$ cat config.mk
export PLATFORM = sky130hd
export DESIGN_NAME = circular_deque_unit
export DESIGN_NICKNAME = d
export VERILOG_FILES = /design/src/design/cdq_pkg.sv /design/src/design/cdq_ram.sv /design/src/design/circular_deque_unit.sv
export SDC_FILE = /design/constraint.sdc
export NUM_CORES = 1
export LEC_CHECK = 0
export BUFFER_PORTS_ARGS = -buffer_cell sky130_fd_sc_hd__buf_4
export CAP_MARGIN = 30
export CORE_MARGIN = 1.5
export CORE_UTILIZATION = 45
export DETAILED_ROUTE_END_ITERATION = 10
export MAX_ROUTING_LAYER = met4
export PLACE_DENSITY = 0.67
export SYNTH_ARGS = -nofsm -noshare
export SYNTH_HDL_FRONTEND = slang
export SYNTH_SLANG_ARGS = --single-unit
export TNS_END_PERCENT = 20
$ cat constraint.sdc
create_clock -name clk -period 5.5 [get_ports clk]
set_clock_uncertainty 0.2 [all_clocks]
set_input_delay 0.55 -clock clk [delete_from_list [all_inputs] [get_ports clk]]
set_output_delay 0.55 -clock clk [all_outputs]
set_load 0.01 [all_outputs]
$ cat src/design/cdq_pkg.sv
// ----------------------------------------------------------------------------
// cdq_pkg
// Shared codes and field widths for the circular deque unit.
// ----------------------------------------------------------------------------
package cdq_pkg;

  localparam int REQ_W = 3;
  localparam int ST_W  = 2;
  localparam int CAP_W = 5;

  typedef logic [REQ_W-1:0] req_t;
  typedef logic [ST_W-1:0]  status_t;

  localparam req_t REQ_PUSH_FRONT = 3'd0;
  localparam req_t REQ_PUSH_BACK  = 3'd1;
  localparam req_t REQ_POP_FRONT  = 3'd2;
  localparam req_t REQ_POP_BACK   = 3'd3;
  localparam req_t REQ_PEEK_FRONT = 3'd4;
  localparam req_t REQ_PEEK_BACK  = 3'd5;

  localparam status_t ST_DONE  = 2'd0;
  localparam status_t ST_FULL  = 2'd1;
  localparam status_t ST_EMPTY = 2'd2;

endpackage

$ cat src/design/cdq_ram.sv
// ----------------------------------------------------------------------------
// cdq_ram
// Generic single-write, single-read RAM with a registered read port.
// ----------------------------------------------------------------------------
module cdq_ram #(
  parameter int WIDTH = 32,
  parameter int DEPTH = 16
) (
  input  logic                     clk,
  input  logic                     we,
  input  logic [$clog2(DEPTH)-1:0] waddr,
  input  logic [WIDTH-1:0]         wdata,
  input  logic                     re,
  input  logic [$clog2(DEPTH)-1:0] raddr,
  output logic [WIDTH-1:0]         rdata
);

  logic [WIDTH-1:0] mem [DEPTH];

  always_ff @(posedge clk) begin
    if (we) begin
      mem[waddr] <= wdata;
    end
    // hold read data until the next read
    if (re) begin
      rdata <= mem[raddr];
    end
  end

endmodule

$ cat src/design/circular_deque_unit.sv
// ----------------------------------------------------------------------------
// circular_deque_unit
// Double-ended queue of words kept in a ring of RAM slots.
// ----------------------------------------------------------------------------
// Each input transaction is one request: push front, push back, pop front,
// pop back, peek front or peek back. Every request yields exactly one result
// transaction carrying a status (done, refused because full, refused because
// empty), the word popped, peeked or pushed (zero when refused or for an
// unknown request code), and the full and empty flags after the request.
// Words live in a single RAM of DEPTH slots with a registered read; head,
// tail and fill count live in flops. A request is accepted every cycle while
// the result path drains. Its result waits in the read stage while the RAM
// read completes, then moves to the output register, which presents it; a
// stalled result side holds it in the read stage. A
// push writes the RAM at acceptance, so a pop in the very next cycle reads
// the new word without forwarding. Writing cfg_wr_data sets the ring
// capacity (zero reads as one, values above DEPTH saturate to DEPTH) and
// empties the deque; write it only while no request is in flight.
// ----------------------------------------------------------------------------
module circular_deque_unit #(
  parameter int DEPTH      = 16,
  parameter int DATA_WIDTH = 32
) (
  input  logic                        clk,
  input  logic                        rst_n,
  // configuration
  input  logic                        cfg_wr_en,
  input  logic [cdq_pkg::CAP_W-1:0]   cfg_wr_data,
  // request channel
  input  logic                        in_valid,
  output logic                        in_stall,
  input  logic [cdq_pkg::REQ_W-1:0]   in_req_type,
  input  logic [DATA_WIDTH-1:0]       in_data_in,
  // result channel
  output logic                        out_valid,
  input  logic                        out_stall,
  output logic [cdq_pkg::ST_W-1:0]    out_status,
  output logic [DATA_WIDTH-1:0]       out_data_out,
  output logic                        out_now_full,
  output logic                        out_now_empty
);

  localparam int AW = $clog2(DEPTH);
  localparam int CW = AW + 1;
  // wide enough for both the config field and the count
  localparam int VW = (CW > cdq_pkg::CAP_W) ? CW : cdq_pkg::CAP_W;

  // ring state
  logic [CW-1:0] cap_r,   cap_nxt;
  logic [AW-1:0] head_r,  head_nxt;
  logic [AW-1:0] tail_r,  tail_nxt;
  logic [CW-1:0] count_r, count_nxt;

  // read stage: result waiting on RAM read data
  logic                   pend_vld_r;
  cdq_pkg::status_t       pend_status_r, pend_status_nxt;
  logic                   pend_sel_r,    pend_sel_nxt;
  logic [DATA_WIDTH-1:0]  pend_word_r,   pend_word_nxt;
  logic                   pend_full_r,   pend_empty_r;

  // output register
  logic                   out_vld_r;
  cdq_pkg::status_t       out_status_r;
  logic [DATA_WIDTH-1:0]  out_data_r;
  logic                   out_full_r, out_empty_r;

  // RAM port signals
  logic                   ram_we, ram_re;
  logic [AW-1:0]          ram_waddr, ram_raddr;
  logic [DATA_WIDTH-1:0]  ram_rdata;

  logic accept, pend_adv;
  logic full_now, empty_now;
  logic [AW-1:0] head_next_i, head_prev_i, tail_next_i, tail_prev_i;
  logic [VW-1:0] cfg_v;
  logic [CW-1:0] cap_eff;

  // --------------------------------------------------------------------------
  // Handshake: the read stage moves on whenever the output register is free or
  // being taken; accept a request when the read stage is empty or moves on.
  // --------------------------------------------------------------------------
  assign pend_adv = pend_vld_r && (!out_vld_r || !out_stall);
  assign in_stall = pend_vld_r && !pend_adv;
  assign accept   = in_valid && !in_stall;

  // --------------------------------------------------------------------------
  // Ring index arithmetic; indices always stay below the capacity.
  // --------------------------------------------------------------------------
  always_comb begin
    head_next_i = (({1'b0, head_r} + CW'(1)) >= cap_r) ? '0 : AW'({1'b0, head_r} + CW'(1));
    tail_next_i = (({1'b0, tail_r} + CW'(1)) >= cap_r) ? '0 : AW'({1'b0, tail_r} + CW'(1));
    head_prev_i = (head_r == '0) ? AW'(cap_r - CW'(1)) : head_r - AW'(1);
    tail_prev_i = (tail_r == '0) ? AW'(cap_r - CW'(1)) : tail_r - AW'(1);
  end

  assign full_now  = (count_r >= cap_r);
  assign empty_now = (count_r == '0);

  // Saturate the capacity write into 1..DEPTH
  always_comb begin
    cfg_v = VW'(cfg_wr_data);
    if (cfg_v == '0) begin
      cap_eff = CW'(1);
    end else if (cfg_v > VW'(DEPTH)) begin
      cap_eff = CW'(DEPTH);
    end else begin
      cap_eff = CW'(cfg_v);
    end
  end

  // --------------------------------------------------------------------------
  // Request decode: update indices, drive the RAM, set up the read stage.
  // --------------------------------------------------------------------------
  always_comb begin
    cap_nxt         = cap_r;
    head_nxt        = head_r;
    tail_nxt        = tail_r;
    count_nxt       = count_r;
    ram_we          = 1'b0;
    ram_waddr       = tail_r;
    ram_re          = 1'b0;
    ram_raddr       = head_r;
    pend_status_nxt = cdq_pkg::ST_DONE;
    pend_sel_nxt    = 1'b0;
    pend_word_nxt   = '0;

    if (cfg_wr_en) begin
      // new capacity, drop all held words
      cap_nxt   = cap_eff;
      head_nxt  = '0;
      tail_nxt  = '0;
      count_nxt = '0;
    end else if (accept) begin
      case (in_req_type)
        cdq_pkg::REQ_PUSH_FRONT: begin
          if (full_now) begin
            pend_status_nxt = cdq_pkg::ST_FULL;
          end else begin
            head_nxt      = head_prev_i;
            ram_we        = 1'b1;
            ram_waddr     = head_prev_i;
            count_nxt     = count_r + CW'(1);
            pend_word_nxt = in_data_in;
          end
        end
        cdq_pkg::REQ_PUSH_BACK: begin
          if (full_now) begin
            pend_status_nxt = cdq_pkg::ST_FULL;
          end else begin
            tail_nxt      = tail_next_i;
            ram_we        = 1'b1;
            ram_waddr     = tail_r;
            count_nxt     = count_r + CW'(1);
            pend_word_nxt = in_data_in;
          end
        end
        cdq_pkg::REQ_POP_FRONT, cdq_pkg::REQ_PEEK_FRONT: begin
          if (empty_now) begin
            pend_status_nxt = cdq_pkg::ST_EMPTY;
          end else begin
            ram_re       = 1'b1;
            ram_raddr    = head_r;
            pend_sel_nxt = 1'b1;
            if (in_req_type == cdq_pkg::REQ_POP_FRONT) begin
              head_nxt  = head_next_i;
              count_nxt = count_r - CW'(1);
            end
          end
        end
        cdq_pkg::REQ_POP_BACK, cdq_pkg::REQ_PEEK_BACK: begin
          if (empty_now) begin
            pend_status_nxt = cdq_pkg::ST_EMPTY;
          end else begin
            ram_re       = 1'b1;
            ram_raddr    = tail_prev_i;
            pend_sel_nxt = 1'b1;
            if (in_req_type == cdq_pkg::REQ_POP_BACK) begin
              tail_nxt  = tail_prev_i;
              count_nxt = count_r - CW'(1);
            end
          end
        end
        default: begin
          // unknown request: leave state alone, report done with zero word
        end
      endcase
    end
  end

  cdq_ram #(
    .WIDTH (DATA_WIDTH),
    .DEPTH (DEPTH)
  ) u_slots (
    .clk   (clk),
    .we    (ram_we),
    .waddr (ram_waddr),
    .wdata (in_data_in),
    .re    (ram_re),
    .raddr (ram_raddr),
    .rdata (ram_rdata)
  );

  // --------------------------------------------------------------------------
  // Control registers
  // --------------------------------------------------------------------------
  always_ff @(posedge clk) begin
    if (!rst_n) begin
      cap_r      <= CW'(DEPTH < 16 ? DEPTH : 16);
      head_r     <= '0;
      tail_r     <= '0;
      count_r    <= '0;
      pend_vld_r <= 1'b0;
      out_vld_r  <= 1'b0;
    end else begin
      cap_r   <= cap_nxt;
      head_r  <= head_nxt;
      tail_r  <= tail_nxt;
      count_r <= count_nxt;
      // advance the read stage, or refill it from a new request
      if (accept) begin
        pend_vld_r <= 1'b1;
      end else if (pend_adv) begin
        pend_vld_r <= 1'b0;
      end
      // load the output register, or drop it once taken
      if (pend_adv) begin
        out_vld_r <= 1'b1;
      end else if (out_vld_r && !out_stall) begin
        out_vld_r <= 1'b0;
      end
    end
  end

  // --------------------------------------------------------------------------
  // Payload registers
  // --------------------------------------------------------------------------
  always_ff @(posedge clk) begin
    if (accept) begin
      pend_status_r <= pend_status_nxt;
      pend_sel_r    <= pend_sel_nxt;
      pend_word_r   <= pend_word_nxt;
      pend_full_r   <= (count_nxt >= cap_r);
      pend_empty_r  <= (count_nxt == '0);
    end
    if (pend_adv) begin
      out_status_r <= pend_status_r;
      out_data_r   <= pend_sel_r ? ram_rdata : pend_word_r;
      out_full_r   <= pend_full_r;
      out_empty_r  <= pend_empty_r;
    end
  end

  assign out_valid     = out_vld_r;
  assign out_status    = out_status_r;
  assign out_data_out  = out_data_r;
  assign out_now_full  = out_full_r;
  assign out_now_empty = out_empty_r;

  // --------------------------------------------------------------------------
  // Assertions
  // --------------------------------------------------------------------------
  logic [CW-1:0] tail_sum;
  logic [AW-1:0] tail_expect;
  assign tail_sum    = {1'b0, head_r} + count_r;
  assign tail_expect = (tail_sum >= cap_r) ? AW'(tail_sum - cap_r) : AW'(tail_sum);

  a_count_bound: assert property (@(posedge clk) disable iff (!rst_n)
    count_r <= cap_r)
    else $error("fill count exceeds capacity");

  a_index_bound: assert property (@(posedge clk) disable iff (!rst_n)
    ({1'b0, head_r} < cap_r) && ({1'b0, tail_r} < cap_r))
    else $error("ring index outside capacity");

  a_tail_track: assert property (@(posedge clk) disable iff (!rst_n)
    tail_r == tail_expect)
    else $error("tail does not equal head plus count modulo capacity");

  a_refused_zero: assert property (@(posedge clk) disable iff (!rst_n)
    out_vld_r && (out_status_r != cdq_pkg::ST_DONE) |-> (out_data_r == '0))
    else $error("refused transaction carries a nonzero word");

  a_flags_excl: assert property (@(posedge clk) disable iff (!rst_n)
    out_vld_r |-> !(out_full_r && out_empty_r))
    else $error("result reports full and empty together");

endmodule

# After elaboration in Yosys (flattened, before gate mapping)
# Memories as Yosys holds them, arrays and structs flattened. A register that Yosys moved wholly into a read port is not among the register bits.
# Cells that the tools add are included.
word_totals:
  register_bits: 93
  mem_bits_rw: 512
  inputBits: 45
  memories: 1
mem_list:
  columns: ["memory", "words", "width", "rd", "rd_ports_with_merged_regs", "write_ports", "line_no", "rtl"]
  rows:
  - ["u_slots.mem", 16, 32, 1, 1, 1, "cdq_ram.sv:18", "logic [WIDTH-1:0] mem [DEPTH];"]
classes:
  addsub: 7
  magnitude_cmp: 5
  n_eq_ne: 11
  mux: 48
  bitwise: 2
  n_reduce_logical: 27
op_table:
  columns: ["cell", "n"]
  rows:
  - ["$mux W4", 18]
  - ["$mux W5", 9]
  - ["$mux W32", 1]
  - ["$ge A5 B5 Y1", 4]
  - ["$pmux W4 S2", 2]
  - ["$logic_not A5 Y1", 3]
  - ["$mux W1", 15]
  - ["$pmux W5 S3", 1]
  - ["$ne A2 B2 Y1 const B", 6]
  - ["$sub A4 B1 Y4 const B", 3]
  - ["$add A4 B1 Y5 const B", 2]
  - ["$reduce_and A5 Y1", 2]
  - ["$logic_not A4 Y1", 2]
  - ["$reduce_bool A2 Y1", 4]
  - ["$reduce_or A2 Y1", 4]
  - ["$eq A3 B2 Y1 const B", 2]
  - ["$eq A3 B3 Y1 const B", 2]
  - ["$add A5 B1 Y5 const B", 1]
  - ["$gt A5 B5 Y1 const B", 1]
  - ["$sub A5 B1 Y5 const B", 1]
  - ["$logic_and A1 B1 Y1", 4]
  - ["$logic_not A1 Y1", 4]
  - ["$pmux W2 S2", 1]
  - ["$reduce_or A4 Y1", 1]
  - ["6 further kinds", 7]

# Depth between registers and ports, before layout
logic_depth:
  ltp_word: 11
  depth_mapped: 15

# Hierarchy
# A second synthesis with hierarchy kept.
hier_totals:
  cells_unflattened: 1258
  area_unflattened_um2: 25150.4
by_module_without_submodules:
  columns: ["module", "instances", "cells_per_inst", "area_each_um2", "seq_area_each_um2"]
  rows:
  - ["cdq_ram", 1, 838, 20155.6, 16335.7]
  - ["circular_deque_unit", 1, 420, 4994.8, 2592.5]

# Worst setup path before layout
# OpenSTA, ideal clock, no wires.
synth_path:
  path_kind: "register to register"
  from: "reg cap_r[0]"
  to: "mem u_slots.mem[7][0], enable pin"
  setup_ns: 0.468
  arrival_ns: 5.028
  required_ns: 4.832
  slack_ns: -0.196
  path_stages_with_launch: 9
  path_buffers: 1
  path_cell_list: "dfxtp_1 ha_1 nand2b_1 a2111o_1 a311oi_4 nor3b_4 mux2i_1 clkbuf_1 nor3b_1"
synth_between:
  elab_chain_cells: 7
  elab_cells_between_ends: 13
synth_rtl:
  columns: ["element", "line_no", "rtl"]
  rows:
  - ["start, declared", "circular_deque_unit.sv:49", "logic [CW-1:0] cap_r, cap_nxt;"]
  - ["start signal, assigned", "circular_deque_unit.sv:208", "cap_r <= CW'(DEPTH < 16 ? DEPTH : 16);"]
  - ["start signal, assigned", "circular_deque_unit.sv:215", "cap_r <= cap_nxt;"]
  - ["$ge A5 B5 Y1", "circular_deque_unit.sv:96", "assign full_now = (count_r >= cap_r);"]
  - ["$mux W1", "circular_deque_unit.sv:136, circular_deque_unit.sv:147", null]
  - ["$mux W1", null, null]
  - ["$mux W1", "circular_deque_unit.sv:133", "end else if (accept) begin"]
  - ["$mux W1", "circular_deque_unit.sv:127", "if (cfg_wr_en) begin"]
  - ["$mux W1", "cdq_ram.sv:21", "if (we) begin"]
  - ["$mux W1 (implied by the code)", "cdq_ram.sv:22", "mem[waddr] <= wdata;"]
  - ["end, declared", "cdq_ram.sv:18", null]
# Parallel ways exist; a longest one is shown, timed or not.

# Worst setup path after layout
layout_path:
  from: "reg cap_r[0]"
  to: "mem u_slots.mem[10][14], enable pin"
# Same word-level chain as after synthesis.

==> results summary <==
The run finished with clean final reports. The required time at the worst-slack endpoint came out at 5.62 ns. Setup repair after global routing left no endpoint under its margin. The die covers 58,800 um^2. After synthesis, the most frequently instantiated cells are sky130_fd_sc_hd__edfxtp_1 (617), sky130_fd_sc_hd__nand2_1 (376), sky130_fd_sc_hd__nand4_1 (144).

The setup total negative slack came out at 0 ns. In the post-route analysis, the smallest setup slack over all paths is 1.14 ns. The total congestion overflow is 0. The number of clock sinks seen by CTS came out at about 640. The average wire per standard cell came out at 22.8 um. The detailed-placement wirelength estimate came out at 36,600 um. Counting every instance in the synthesized netlist gives 1,884. The clock input transition at the sequential cells of the worst setup and hold paths is 0.06 ns.

The number of cell rows is 87. The count of input and output buffers came out at 82. Ranked by total cell area, the synthesized netlist is headed by sky130_fd_sc_hd__edfxtp_1 (72%), sky130_fd_sc_hd__nand2_1 (5.5%), sky130_fd_sc_hd__nand4_1 (3.5%), sky130_fd_sc_hd__dfxtp_1 (1.6%), sky130_fd_sc_hd__mux2_2 (1.5%). Counting tap cells, the placed design contains a total of 2,663 instances. The post-route cell area came out at approximately 30,000 um^2. Timing analysis after detailed placement gives a worst setup slack of about 1.1 ns. The number of hold violations in the final report came out at 0. The switching fraction of total power came out at 0.206. Of all flip-flops after synthesis, the portion carrying an async set or reset was 0. The power density of the placed cells came out at 337 nW/um^2. Counting along the longest clock path gives a buffer depth of 3. The fraction of the cycle the final worst path needs is 0.793. The filler cell count is ~4.5k.

The share of total power dissipated in sequential elements is 0.535. The worst setup path category is flip-flop to flip-flop. The maximum fanout along the worst path came out at 34. The placer's final routability congestion estimate is 0.844. The post-synthesis average cell area is 13.7 um^2.

The synthesized flop and latch total is 637. The die is 243 um tall. The length in cells of the worst reg-to-reg path is 9. Once layout is complete, the cells apart from fillers number ~2.8k. The area overhead of the layout relative to synthesis is 15.6%. The initial utilization of the core area, before any placement, comes to 0.457.

The internal power is 7.98 mW. The netlist uses 66 different library cells. The sink of the worst hold path is u_slots.mem[8][23].

The final layout net count came out at 2,051. The leakage power total is between 10 and 15 nW. The count of pins over their slew limit came out at 0. The total clock buffers created by CTS is 61. The total I/O pin count came out at between 80 and 90. The remaining antenna violation count after routing came out at 0. The path class of the lowest-slack min-delay path is input pin to flip-flop. Data arrives at the worst endpoint at 4.48 ns. The standard cell core area came out at 56,500 um^2. The wire length of the first global-routing pass is a little under 100,000 um.

The cell area that synthesis handed to floorplanning was 25,800 um^2. The most used flip-flop cell after synthesis is sky130_fd_sc_hd__edfxtp_1. sky130_fd_sc_hd__edfxtp_1 takes more of the synthesized area than any other cell. The sequential cell area in the final layout is between 15,000 and 20,000 um^2.

The count of synthesis-stage warnings from yosys came out at 0. The first TritonRoute pass finished after 5 iterations. The setup slack of the worst register-to-register path came out at 1.14 ns. In the final layout, the multi-input gates occupy 6430 um^2.

The worst hold path depth came out at 1. After detailed routing, the number of vias per cell comes to around 5.8. The initial antenna violation count came out at 1.

The overall die width came out at 243 um. The category of the worst setup path launch point is a flip-flop. The H-tree was split into 2 levels. The cell at the root of the clock tree is sky130_fd_sc_hd__clkbuf_16. The total wirelength of the detailed-routed design came out at ~64,000 um.

The count of flip-flops with a built-in enable after synthesis is slightly above 600. The instance area after placement came out at 27,700 um^2. The sort of element at the end of the critical path is a flip-flop. In the global route stage, overall resource usage came out at 0.221. In this run the power spent charging and discharging nets is approximately 2.1 mW.

The startpoint identified for the worst hold timing path is in_data_in[23]. The tool flagged a number of max-cap violations equal to 0. The number of nets produced by synthesis is 1,956. In this run the critical register-to-register path is captured at u_slots.mem[10][14]. The remaining design rule violation count is 0. The number of global-route vias before repair came out at 15.8k.

Setup violations remaining at the end of the flow were counted as 0. Of the post-synthesis cell area, the dominant cell type holds 0.718. The total number of vias came out at around 16k.

The worst supply voltage drop on vdd is 0.249 mV. The start of the worst register-to-register path is cap_r[0]. Subtracting the final worst setup slack from the clock period gives 4.36 ns.

Of the cells placed in the final design, the portion with a size suffix greater than 1 is 0.151. The share of total power dissipated in combinational logic is 0.037. For this run, the top clock speed supported by timing is 0.229 GHz. The worst pin sits at a relative slew slack of 0.400. The most frequent cell after synthesis is sky130_fd_sc_hd__edfxtp_1. The buffers inserted during post-CTS setup optimization came out at 0. The pin count of the biggest net entering global routing came out at 71. TritonCTS built the clock tree.

The core occupancy in the finished layout is 0.528. Of the total power, the clock network draws 0.428. The slew of the pin with the lowest slew margin is 0.894 ns.

The portion of the post-synthesis area used by sequential elements is 0.733. The initial DRC count came out at 1,758. The insertion delay to the later sink of the worst-skew pair came out at about 0.64 ns.
[state kept, by name, summed over array words and instances (netlist names), 2 cells and up]
register / cells
tail_r: 4
pend_status_r: 2
u_slots.rdata: 32
count_r: 5
out_data_out: 32
head_r: 4
out_status: 2
pend_word_r: 32
cap_r: 5
u_slots.mem: 512
[logic make-up (layout without fill, tap and decap cells)]
logic type	Yosys count	in the layout	share of synthesized area
AO/OA/AOI/OAI	188	188	0.0485
XOR/XNOR	10	10	0.00339
adder cells (fa/ha/maj)	27	27	0.0131
buffers and inverters	148	296	0.0243
flip-flops	637	637	0.733
multiplexers	47	47	0.0203
other	0	1	0
AND/OR/NAND/NOR	827	827	0.157
[power groups by stage]
stage               Combinational, mW  Clock (mW)  Sequential, mW
finish                          0.368        4.30            5.38
global route                    0.401        4.53            5.38
CTS                             0.370        4.36            5.38
detailed placement              0.363           0            5.48
global placement                0.353           0            5.48
floorplan                       0.175           0            5.48
[worst max path at each step]
stage	end	slack (ns)	startpoint	depth (start not counted)
final	u_slots.mem[10][14]	1.14	cap_r[0]	9
after global routing	u_slots.rdata[2]	0.80	count_r[1]	10
after CTS	u_slots.rdata[2]	1.08	count_r[1]	10
after detailed placement	u_slots.rdata[2]	1.08	out_stall	10
after global placement	u_slots.rdata[14]	1.13	out_stall	10
after floorplan	u_slots.mem[7][0]	-0.20	cap_r[0]	8
[placed cells by master (no fill, tap or decap), drive strengths merged, types with 30 or more instances in the layout]
cell type and count:
a21oi 45, and2 37, buf 144, clkbuf 73
clkinv 32, edfxtp 617, mux2 36, nand2 376
nand3 71, nand4 144, nor2 61, nor3 65
o21ai 45, o22ai 30
[cell type report]
type,instances,share of cell area
well taps,756,0.0317
flip-flops and latches,637,0.634
clock buffers,73,0.0534
multi-input cells,1099,0.216
inverters,27,0.00340
diodes,1,0.0000839
clock inverters,43,0.0153
repair buffers,153,0.0462
[worst max-delay path, cell delays in order (launching register included)]
cell	delay (ns)
sky130_fd_sc_hd__dfxtp_1	0.51
sky130_fd_sc_hd__ha_1	0.29
sky130_fd_sc_hd__nand2b_1	0.14
sky130_fd_sc_hd__a2111o_1	0.49
sky130_fd_sc_hd__a311oi_4	0.34
sky130_fd_sc_hd__buf_4	0.47
sky130_fd_sc_hd__nand2_1	0.15
sky130_fd_sc_hd__or3b_4	0.49
sky130_fd_sc_hd__nor3b_4	0.66
sky130_fd_sc_hd__buf_12	0.29
[metal layers]
metal  global-route usage  routed length [um]  vias up
met5                    -                   0        -
met4               0.0610                1350        0
met3               0.0337                4290       94
met2                0.360               31000      655
met1                0.289               27000     8221
li1                     -                   -     7305
[stage by stage]
step                      power [mW]  hold slack [ns]
after floorplan                 5.66            0.200
after global placement          5.83            0.212
after detailed placement        5.84            0.211
after CTS                       10.1         0.000775
after global routing            10.3           0.0246
final                           10.0           0.0219
[timing repair]
item	in CTS	in global routing
hold endpoints to repair	56	0
resized for setup	0	0
endpoints found under the setup margin	0	0
hold buffers	9	0
Note: power is estimated with default switching activity, not from simulation.
